`src/design/rlfg_pkg.sv`:
```
// shared types, constants and helpers for the rotating lagged fibonacci generator
package rlfg_pkg;

   localparam int DATA_W          = 32;
   localparam int FRAC_W          = 23;
   localparam int FRAC_LSB        = DATA_W - FRAC_W;
   localparam int RING_DEPTH_DEF  = 17;
   localparam int LAG_START_DEF   = 10;
   localparam int RSP_FIELDS_W    = DATA_W + FRAC_W + DATA_W;
   localparam int RSP_TDATA_W     = ((RSP_FIELDS_W + 7) / 8) * 8;

   localparam logic [DATA_W-1:0] LCG_MUL = 32'd2891336453;
   localparam logic [DATA_W-1:0] LCG_INC = 32'd1;
   localparam int ROT_LAG  = 13;
   localparam int ROT_DRAW = 9;

   // operation codes carried on req_tuser
   localparam logic OP_DRAW   = 1'b0;
   localparam logic OP_RESEED = 1'b1;

   // divider status seen by the sequencer
   typedef struct packed {
      logic busy;
      logic done;
   } div_status_type;

   // rotate left by a constant, nonzero amount
   function automatic logic [DATA_W-1:0] rotl(input logic [DATA_W-1:0] v, input int amount);
      rotl = (v << amount) | (v >> (DATA_W - amount));
   endfunction

endpackage

```
`src/design/rlfg_ring.sv`:
```
// word ring memory: one write port, two registered read ports
module rlfg_ring #(
   parameter int DEPTH = rlfg_pkg::RING_DEPTH_DEF,
   parameter int IDX_W = $clog2(rlfg_pkg::RING_DEPTH_DEF)
) (
   input  logic                        clock,
   input  logic                        wr_en,
   input  logic [IDX_W-1:0]            wr_addr,
   input  logic [rlfg_pkg::DATA_W-1:0] wr_data,
   input  logic [IDX_W-1:0]            rd_addr_a,
   input  logic [IDX_W-1:0]            rd_addr_b,
   output logic [rlfg_pkg::DATA_W-1:0] rd_data_a,
   output logic [rlfg_pkg::DATA_W-1:0] rd_data_b
);

   logic [rlfg_pkg::DATA_W-1:0] mem_ff [DEPTH];

   always_ff @(posedge clock) begin
      if (wr_en) begin
         mem_ff[wr_addr] <= wr_data;
      end
      rd_data_a <= mem_ff[rd_addr_a];
      rd_data_b <= mem_ff[rd_addr_b];
   end

endmodule

```
`src/design/rlfg_divider.sv`:
```
// iterative restoring divider, one dividend bit per cycle
module rlfg_divider (
   input  logic                        clock,
   input  logic                        reset,
   input  logic                        start,
   input  logic [rlfg_pkg::DATA_W-1:0] dividend,
   input  logic [rlfg_pkg::DATA_W-1:0] divisor,
   output rlfg_pkg::div_status_type    status,
   output logic [rlfg_pkg::DATA_W-1:0] remainder
);

   localparam int W     = rlfg_pkg::DATA_W;
   localparam int CNT_W = $clog2(W);
   localparam logic [CNT_W-1:0] LAST_STEP = CNT_W'(W - 1);

   logic             busy_ff, busy_in;
   logic             done_ff, done_in;
   logic [CNT_W-1:0] cnt_ff, cnt_in;
   logic [W-1:0]     rem_ff, rem_in;
   logic [W-1:0]     dvd_ff, dvd_in;
   logic [W-1:0]     dsr_ff, dsr_in;
   logic [W:0]       partial;
   logic [W:0]       diff;

   always_comb begin
      partial = {rem_ff, dvd_ff[W-1]};
      diff    = partial - {1'b0, dsr_ff};
      busy_in = busy_ff;
      done_in = 1'b0;
      cnt_in  = cnt_ff;
      rem_in  = rem_ff;
      dvd_in  = dvd_ff;
      dsr_in  = dsr_ff;
      if (start) begin
         busy_in = 1'b1;
         cnt_in  = '0;
         rem_in  = '0;
         dvd_in  = dividend;
         dsr_in  = divisor;
      end else if (busy_ff) begin
         // keep the partial remainder when the trial subtract goes negative
         rem_in = diff[W] ? partial[W-1:0] : diff[W-1:0];
         dvd_in = {dvd_ff[W-2:0], 1'b0};
         cnt_in = cnt_ff + 1'b1;
         if (cnt_ff == LAST_STEP) begin
            busy_in = 1'b0;
            done_in = 1'b1;
         end
      end
   end

   always_ff @(posedge clock) begin
      if (reset) begin
         busy_ff <= 1'b0;
         done_ff <= 1'b0;
         cnt_ff  <= '0;
      end else begin
         busy_ff <= busy_in;
         done_ff <= done_in;
         cnt_ff  <= cnt_in;
      end
      rem_ff <= rem_in;
      dvd_ff <= dvd_in;
      dsr_ff <= dsr_in;
   end

   assign status.busy = busy_ff;
   assign status.done = done_ff;
   assign remainder   = rem_ff;

endmodule

```
`src/design/rotating_lagged_fibonacci_rng.sv`:
```
// top level: sequencer, seed multiplier and result register of the lagged fibonacci generator
// draw: read, mix, the 32-step remainder divider, then the result register is loaded
//   (a zero bound skips the divider); ready again once the result is loaded
// reseed: one congruential multiply and one ring write per cycle, no result
// one item in flight at a time; req_tready is high only while the sequencer is idle
// synchronous active-high reset clears the sequencer, indices, item count and seed register;
//   the ring itself is not cleared and must be filled by a reseed before the first draw
module rotating_lagged_fibonacci_rng #(
   parameter int RING_DEPTH = rlfg_pkg::RING_DEPTH_DEF,
   parameter int LAG_START  = rlfg_pkg::LAG_START_DEF
) (
   input  logic                             clock,
   input  logic                             reset,
   // request channel
   input  logic                             req_tvalid,
   output logic                             req_tready,
   input  logic [rlfg_pkg::DATA_W-1:0]      req_tdata,  // bound
   input  logic                             req_tuser,  // operation
   // result channel
   output logic                             rsp_tvalid,
   input  logic                             rsp_tready,
   output logic [rlfg_pkg::RSP_TDATA_W-1:0] rsp_tdata,  // random_word, unit_fraction,
                                                        // bounded_value, zero pad
   output logic                             rsp_tuser,  // bound_error
   // seed register
   input  logic                             csr_wr_en,
   input  logic [rlfg_pkg::DATA_W-1:0]      csr_wr_data
);

   localparam int W     = rlfg_pkg::DATA_W;
   localparam int IDX_W = (RING_DEPTH > 1) ? $clog2(RING_DEPTH) : 1;
   localparam logic [IDX_W-1:0] IDX_LAST = IDX_W'(RING_DEPTH - 1);
   localparam logic [IDX_W-1:0] LAG_INIT = IDX_W'(LAG_START % RING_DEPTH);
   localparam int PAD_W = rlfg_pkg::RSP_TDATA_W - rlfg_pkg::RSP_FIELDS_W;

   typedef enum logic [2:0] {
      S_IDLE,
      S_SEED,
      S_READ,
      S_MIX,
      S_DIV,
      S_DONE
   } state_type;

   state_type        state_ff, state_in;
   logic [W-1:0]     seed_ff, seed_in;         // seed register
   logic [W-1:0]     count_ff, count_in;       // accepted item count
   logic [IDX_W-1:0] draw_ff, draw_in;
   logic [IDX_W-1:0] lag_ff, lag_in;
   logic [IDX_W-1:0] fill_ff, fill_in;         // ring slot being seeded
   logic [W-1:0]     lcg_ff, lcg_in;           // congruential state
   logic [W-1:0]     bound_ff, bound_in;
   logic [W-1:0]     word_ff, word_in;
   logic [W-1:0]     mod_ff, mod_in;
   logic             err_ff, err_in;
   logic             rsp_valid_ff, rsp_valid_in;
   logic [W-1:0]     rsp_word_ff, rsp_word_in;
   logic [W-1:0]     rsp_mod_ff, rsp_mod_in;
   logic             rsp_err_ff, rsp_err_in;

   logic [2*W-1:0]   lcg_prod;
   logic [W-1:0]     lcg_next;
   logic [W-1:0]     mixed;
   logic [W-1:0]     rd_draw, rd_lag;
   logic             ring_wr_en;
   logic [IDX_W-1:0] ring_wr_addr;
   logic [W-1:0]     ring_wr_data;
   logic             div_start;
   logic [W-1:0]     div_rem;
   logic             req_fire;
   rlfg_pkg::div_status_type div_status;

   assign req_tready = (state_ff == S_IDLE);
   assign req_fire   = req_tvalid && req_tready;

   // one 32x32 multiplier steps the congruential sequence
   assign lcg_prod = lcg_ff * rlfg_pkg::LCG_MUL;
   assign lcg_next = lcg_prod[W-1:0] + rlfg_pkg::LCG_INC;

   // new ring word from the two registered read ports
   assign mixed = W'(rlfg_pkg::rotl(rd_lag, rlfg_pkg::ROT_LAG)
                   + rlfg_pkg::rotl(rd_draw, rlfg_pkg::ROT_DRAW));

   // ring write: seeding fill or draw update
   always_comb begin
      ring_wr_en   = 1'b0;
      ring_wr_addr = draw_ff;
      ring_wr_data = mixed;
      if (state_ff == S_SEED) begin
         ring_wr_en   = 1'b1;
         ring_wr_addr = fill_ff;
         ring_wr_data = lcg_next;
      end else if (state_ff == S_MIX) begin
         ring_wr_en = 1'b1;
      end
   end

   assign div_start = (state_ff == S_MIX) && (bound_ff != '0);

   rlfg_ring #(
      .DEPTH (RING_DEPTH),
      .IDX_W (IDX_W)
   ) u_ring (
      .clock     (clock),
      .wr_en     (ring_wr_en),
      .wr_addr   (ring_wr_addr),
      .wr_data   (ring_wr_data),
      .rd_addr_a (draw_ff),
      .rd_addr_b (lag_ff),
      .rd_data_a (rd_draw),
      .rd_data_b (rd_lag)
   );

   rlfg_divider u_divider (
      .clock     (clock),
      .reset     (reset),
      .start     (div_start),
      .dividend  (mixed),
      .divisor   (bound_ff),
      .status    (div_status),
      .remainder (div_rem)
   );

   // sequencer next state
   always_comb begin
      state_in     = state_ff;
      seed_in      = csr_wr_en ? csr_wr_data : seed_ff;
      count_in     = count_ff;
      draw_in      = draw_ff;
      lag_in       = lag_ff;
      fill_in      = fill_ff;
      lcg_in       = lcg_ff;
      bound_in     = bound_ff;
      word_in      = word_ff;
      mod_in       = mod_ff;
      err_in       = err_ff;
      rsp_valid_in = rsp_valid_ff && !rsp_tready;
      rsp_word_in  = rsp_word_ff;
      rsp_mod_in   = rsp_mod_ff;
      rsp_err_in   = rsp_err_ff;

      case (state_ff)
         S_IDLE: begin
            if (req_fire) begin
               count_in = count_ff + 1'b1;
               bound_in = req_tdata;
               if (req_tuser == rlfg_pkg::OP_RESEED) begin
                  // zero seed falls back to the item count before this item
                  lcg_in   = (seed_ff == '0) ? count_ff : seed_ff;
                  fill_in  = '0;
                  state_in = S_SEED;
               end else begin
                  state_in = S_READ;
               end
            end
         end
         S_SEED: begin
            lcg_in  = lcg_next;
            fill_in = fill_ff + 1'b1;
            if (fill_ff == IDX_LAST) begin
               draw_in  = '0;
               lag_in   = LAG_INIT;
               state_in = S_IDLE;
            end
         end
         S_READ: begin
            // ring read data lands at the end of this cycle
            state_in = S_MIX;
         end
         S_MIX: begin
            word_in = mixed;
            draw_in = (draw_ff == '0) ? IDX_LAST : draw_ff - 1'b1;
            lag_in  = (lag_ff == '0) ? IDX_LAST : lag_ff - 1'b1;
            if (bound_ff == '0) begin
               mod_in   = '0;
               err_in   = 1'b1;
               state_in = S_DONE;
            end else begin
               err_in   = 1'b0;
               state_in = S_DIV;
            end
         end
         S_DIV: begin
            if (div_status.done) begin
               mod_in   = div_rem;
               state_in = S_DONE;
            end
         end
         S_DONE: begin
            // wait for the output register to free up
            if (!rsp_valid_ff || rsp_tready) begin
               rsp_valid_in = 1'b1;
               rsp_word_in  = word_ff;
               rsp_mod_in   = mod_ff;
               rsp_err_in   = err_ff;
               state_in     = S_IDLE;
            end
         end
         default: begin
            state_in = S_IDLE;
         end
      endcase
   end

   always_ff @(posedge clock) begin
      if (reset) begin
         state_ff     <= S_IDLE;
         seed_ff      <= '0;
         count_ff     <= '0;
         draw_ff      <= '0;
         lag_ff       <= LAG_INIT;
         fill_ff      <= '0;
         rsp_valid_ff <= 1'b0;
      end else begin
         state_ff     <= state_in;
         seed_ff      <= seed_in;
         count_ff     <= count_in;
         draw_ff      <= draw_in;
         lag_ff       <= lag_in;
         fill_ff      <= fill_in;
         rsp_valid_ff <= rsp_valid_in;
      end
      lcg_ff      <= lcg_in;
      bound_ff    <= bound_in;
      word_ff     <= word_in;
      mod_ff      <= mod_in;
      err_ff      <= err_in;
      rsp_word_ff <= rsp_word_in;
      rsp_mod_ff  <= rsp_mod_in;
      rsp_err_ff  <= rsp_err_in;
   end

   // result packing: word, fraction (top bits of the word), bounded value
   assign rsp_tvalid = rsp_valid_ff;
   assign rsp_tdata  = {{PAD_W{1'b0}}, rsp_mod_ff,
                        rsp_word_ff[W-1:rlfg_pkg::FRAC_LSB], rsp_word_ff};
   assign rsp_tuser  = rsp_err_ff;

endmodule

```
`config.mk`:
```
export PLATFORM = sky130hd
export DESIGN_NAME = rotating_lagged_fibonacci_rng
export DESIGN_NICKNAME = d
export VERILOG_FILES = /design/src/design/rlfg_pkg.sv /design/src/design/rlfg_ring.sv /design/src/design/rlfg_divider.sv /design/src/design/rotating_lagged_fibonacci_rng.sv
export SDC_FILE = /design/constraint.sdc
export NUM_CORES = 2
export LEC_CHECK = 0
export BUFFER_PORTS_ARGS = -buffer_cell sky130_fd_sc_hd__buf_2
export CAP_MARGIN = 0
export CORE_ASPECT_RATIO = 0.75
export CORE_MARGIN = 3
export CORE_UTILIZATION = 60
export DETAILED_ROUTE_END_ITERATION = 8
export PLACE_DENSITY = 0.77
export SYNTH_ARGS = -nofsm -noshare
export SYNTH_HDL_FRONTEND = slang
export SYNTH_HIERARCHICAL = 1
export SYNTH_SLANG_ARGS = --single-unit
```
`constraint.sdc`:
```
create_clock -name clock -period 14.5 [get_ports clock]
set_input_delay 4.35 -clock clock [delete_from_list [all_inputs] [get_ports clock]]
set_output_delay 4.35 -clock clock [all_outputs]
set_load 0.005 [all_outputs]
```
-- After elaboration in Yosys (flattened, before gate mapping)
Memories as Yosys holds them, arrays and structs flattened. A register that Yosys moved wholly into a read port is not among the register bits.
Cells that the tools add are included.
- bits in registers: 380
- RAM bits: 544
- input bits: 70
- output and inout bits: 91
- word-level logic and storage cells: 110
- memories kept: 1
- memories (memory ; words ; bits a word ; read ports ; clocked after Yosys merged registers in ; wr ports ; RTL line ; text):
    u_ring.mem_ff ; 17 ; 32 ; 2 ; 2 ; 1 ; rlfg_ring.sv:16 ; logic [rlfg_pkg::DATA_W-1:0] mem_ff [DEPTH];
- add/sub/neg operators: 8
- multipliers: 1
- equality and inequality tests: 13
- muxes and demuxes: 39
- bitwise gates (word level): 3
- reductions and logical operators: 24
- operators by type and width (cell ; number):
    32-bit 2-to-1 mux ; 9
    32-bit case mux with 2 select lines ; 2
    32-bit by 1-bit adder with 32-bit output (second input constant) ; 2
    32-bit zero test ; 2
    5-bit 2-to-1 mux ; 7
    33-bit by 32-bit subtractor with 33-bit output ; 1
    32-bit adder ; 1
    32-bit by 32-bit multiplier with 32-bit output (second input constant) ; 1
    32-bit by 13-bit OR with 32-bit output ; 1
    32-bit by 9-bit OR with 32-bit output ; 1
    32-bit nonzero test ; 1
    5-bit case mux with 2 select lines ; 3
    3-bit case mux with 6 select lines ; 1
    1-bit 2-to-1 mux ; 12
    3-bit 2-to-1 mux ; 4
    5-bit by 1-bit adder with 5-bit output (second input constant) ; 2
    5-bit == test (second input constant) ; 2
    5-bit zero test ; 2
    2-bit by 1-bit != test with 1-bit output (second input constant) ; 5
    5-bit by 1-bit subtractor with 5-bit output (second input constant) ; 2
    2-bit nonzero test ; 4
    3-bit by 2-bit == test with 1-bit output (second input constant) ; 2
    3-bit == test (second input constant) ; 2
    2-bit AND reduction ; 3
    other kinds (12) ; 16

-- Logic depth before layout (Yosys ltp)
- depth in word-level cells: 5
- depth in mapped cells: 24
- depth with buffers taken out: 24

-- Hierarchy
Netlist, hierarchy kept.
- modules (own cells, without submodules) (module ; times used ; cells each ; area an instance (um^2) ; sequential area each (um^2)):
    rlfg_ring ; 1 ; 1253 ; 26643.1 ; 17616.9
    rotating_lagged_fibonacci_rng ; 1 ; 1817 ; 19653.8 ; 7487.2
    rlfg_divider ; 1 ; 564 ; 5929.4 ; 2702.6

-- Worst setup path after synthesis
OpenSTA, ideal clock, no wires.
- path type: input -> register
- start: in req_tuser
- end: reg fill_ff[3]
- setup time: 0.115 ns
- data arrival time: 6.710 ns
- required time: 14.385 ns
- setup slack: 7.675 ns
- stages: 5
- path buffers: 0
- cell sequence: nand2_1 > a21oi_1 > nand4_1 > xor2_1 > nor2_1
- longest elaborated chain between the ends: 2
- RTL lines (element ; RTL line ; text):
    start: declaration ; rotating_lagged_fibonacci_rng.sv:18 ; input logic req_tuser,
    2-bit by 1-bit != test with 1-bit output (no source line) ; -- ;
    3-bit AND reduction (no source line) ; -- ;
    end signal: assignment ; rotating_lagged_fibonacci_rng.sv:220 ; fill_ff <= fill_in;
    end: declaration ; rotating_lagged_fibonacci_rng.sv:50 ; logic [IDX_W-1:0] fill_ff, fill_in;
Every way passes these cells.
A chain may end at the register's enable or synchronous reset.

-- Worst setup path in the final report
- start: reg lcg_ff[8]
- end: mem u_ring/mem_ff[2][30] in the netlist's numbering, data pin
- longest elaborated chain between the ends: 3
- RTL lines (element ; RTL line ; text):
    start: declaration ; rotating_lagged_fibonacci_rng.sv:51 ; logic [W-1:0] lcg_ff, lcg_in;
    start signal: assignment ; rotating_lagged_fibonacci_rng.sv:223 ; lcg_ff <= lcg_in;
    32-bit by 32-bit multiplier with 32-bit output ; rotating_lagged_fibonacci_rng.sv:77 ; assign lcg_prod = lcg_ff * rlfg_pkg::LCG_MUL;
    32-bit by 1-bit adder with 32-bit output ; rotating_lagged_fibonacci_rng.sv:78 ; assign lcg_next = lcg_prod[W-1:0] + rlfg_pkg::LCG_INC;
    32-bit 2-to-1 mux ; rotating_lagged_fibonacci_rng.sv:89 ; if (state_ff == S_SEED) begin
    named net ring_wr_data[30] ; rotating_lagged_fibonacci_rng.sv:67 ; logic [W-1:0] ring_wr_data;
    end: declaration ; rlfg_ring.sv:16 ;
The timed path passes the listed nets, and every way through them passes these cells.

==> results.cfg <==
[layout]
nNetsFinal = 4224
max_flop_register = u_ring/mem_ff
largest_register_ff_count = 544
syn_to_final_growth_pct = 8.89
drive_gt1_share_pct = 20.6
stdcell_count = 4972

[cts]
path_clk_slew_ns = 0.07
cts.root.buffer_cell = clkbuf_16
post_cts_resize_count = 0
postCtsHoldBufs = 0
cts_buffers = 92
insertion_delay_ns = 0.69
h-tree-depth = 3
cts_max_path_buffers = 3
cts_setup_buffers = 0
cts_tree = done
cts.sinks = 988

[global_route]
grt_pass1_vias = 31700
track_usage_pct = 31.0
grt_max_degree = 87
grt_first_pass_wirelength_mm = 207
antenna_found_initial = 8
gr-total-overflow = 0

[die]
die-area_um2 = 90600
fp.dieW_um = 347
die_y_um = 261
core-area_um2 = 86100
start_util_pct = 60.6
row_count = 93
ioPinCount = 161

[route]
num_vias = 32300
ant_nets = 0
wl_mm = 139
via_per_inst = 6.50
drc = 0
first_pass_iters = 5
wl_per_cell_um = 28.0
first_iter_violations = 3869

[sta]
fin_ws_ns = 6.96
fin_worst_skew_ns = 0.0326
relSlewSlack_pct = 3.92
grt_setup_unrepaired = no
finalMaxSlewViolations = 0
setup_viol = 0
tns_ns = 0
worstMarginPinSlew_ns = 1.43
max_clock_freq_ghz = 0.133
finalCritPeriodShare_pct = 52.0
finalCriticalPeriod_ns = 7.54
final_hold_viol_count = 0

[synthesis]
syn_nets = 4111
avgSynthCellArea_um2 = 14.4
synth_warnings = 6
netlist_instances = 3633
synth.cell_area_um2 = 52200

[worst_hold_path]
hold_class = reg -> reg

[worst_setup_path]
critPathTopFamily = adder cells
required_ns = 14.81
startpoint_type = register
worstPathMaxFanout = 17
path_common_cell = fa_1
path_class = reg -> reg
slowest_delay_ns = 0.97
endpoint_kind = register
crit_chain = ha_1 > ha_1 > ha_1 > inv_1 > fa_1 > inv_1 > fa_1 > fa_1 > fa_1 > inv_1 > fa_1 > inv_1 > ha_1 > a21oi_1 > nand2b_1 > a21oi_1 > or4_1 > a31oi_1 > a31oi_1 > a31oi_1 > xor2_1 > mux2i_1
arrival_ns = 7.85
critPathBufInv = 4
slowest_stage = mux2i_1

[placed_design]
hpwl_mm = 90.7
dp_cells = 4792
gp_congestion = 0.991
dp_slack_ns = 7.01
numPortBuffers = 159

[job]
cap_viol_max_count = 0

[outcome]
outcome = finished clean
-- area by class of cell --
type                            count  area [um2]
Antenna cell                        7        17.5
Clock buffer                      127        2590
Tap cell                         1140        1430
Inverter                          323        1210
Sequential cell                   988       27800
Fill cell                        6059       29200
Timing Repair Buffer              212        1190
Clock inverter                     46         528
Multi-Input combinational cell   2129       22100
-- cells in the final DEF (no fill, tap or decap), types with 9 or more instances in the layout --
cell type and n:
inv_1 322, o211ai_1 9, buf_2 159, xor2_1 67, o21ai_0 79, nand2b_1 21
and3_1 13, o21bai_1 11, a21o_1 34, nand2_1 139, edfxtp_1 802, a211oi_1 45
nand3_1 28, mux4_2 254, ha_1 265, mux2_2 33, nor2_1 240, nor2b_1 13
a31oi_1 13, xnor2_1 78, and2_1 39, clkinv_2 16, mux2i_1 125, clkbuf_16 95
a21oi_1 131, a221oi_2 62, buf_4 53, nor3_1 21, fa_1 143, or3_1 9
nor4_1 18, clkbuf_1 23, nand4_1 30, nor2_4 14, dfxtp_1 179, clkbuf_8 9
o21a_1 17, o22ai_2 10, o22ai_1 58
-- final timing paths --
path         depth (start not counted)               startpoint                              to  slack [ns]
max                                 22      lcg_ff[8]$_DFFE_PP_  u_ring/mem_ff[2][30]$_DFFE_PP_        6.96
min                                  0  mod_ff[0]$_SDFFCE_PP0P_         rsp_mod_ff[0]$_DFFE_PP_        0.41
min reg2reg                          0  mod_ff[0]$_SDFFCE_PP0P_         rsp_mod_ff[0]$_DFFE_PP_        0.41
max reg2reg                         22      lcg_ff[8]$_DFFE_PP_  u_ring/mem_ff[2][30]$_DFFE_PP_        6.96
-- metrics by stage --
stage	area, um2	hold slack [ns]	util, %
after floorplan	52200	0.400	-
after global routing	56800	0.415	66.0
after CTS	56800	0.402	66.0
after global placement	53700	0.402	62.4
after detailed placement	53700	0.405	62.4
final	56900	0.408	66.0
-- layer usage --
layer / part of all wire (%) / global-route usage [%] / wire length, um / vias up
met5: 0.0093 / 0 / 13 / -
met3: 13 / 9.95 / 18300 / 309
met4: 3.5 / 9.85 / 4820 / 2
li1: - / - / - / 13900
met1: 41 / 44.7 / 56700 / 16100
met2: 43 / 45.0 / 59400 / 1995
Power is left out: the tool's default activity adds up to more than one toggle a clock period on the data nets, which glitch-free logic cannot reach.
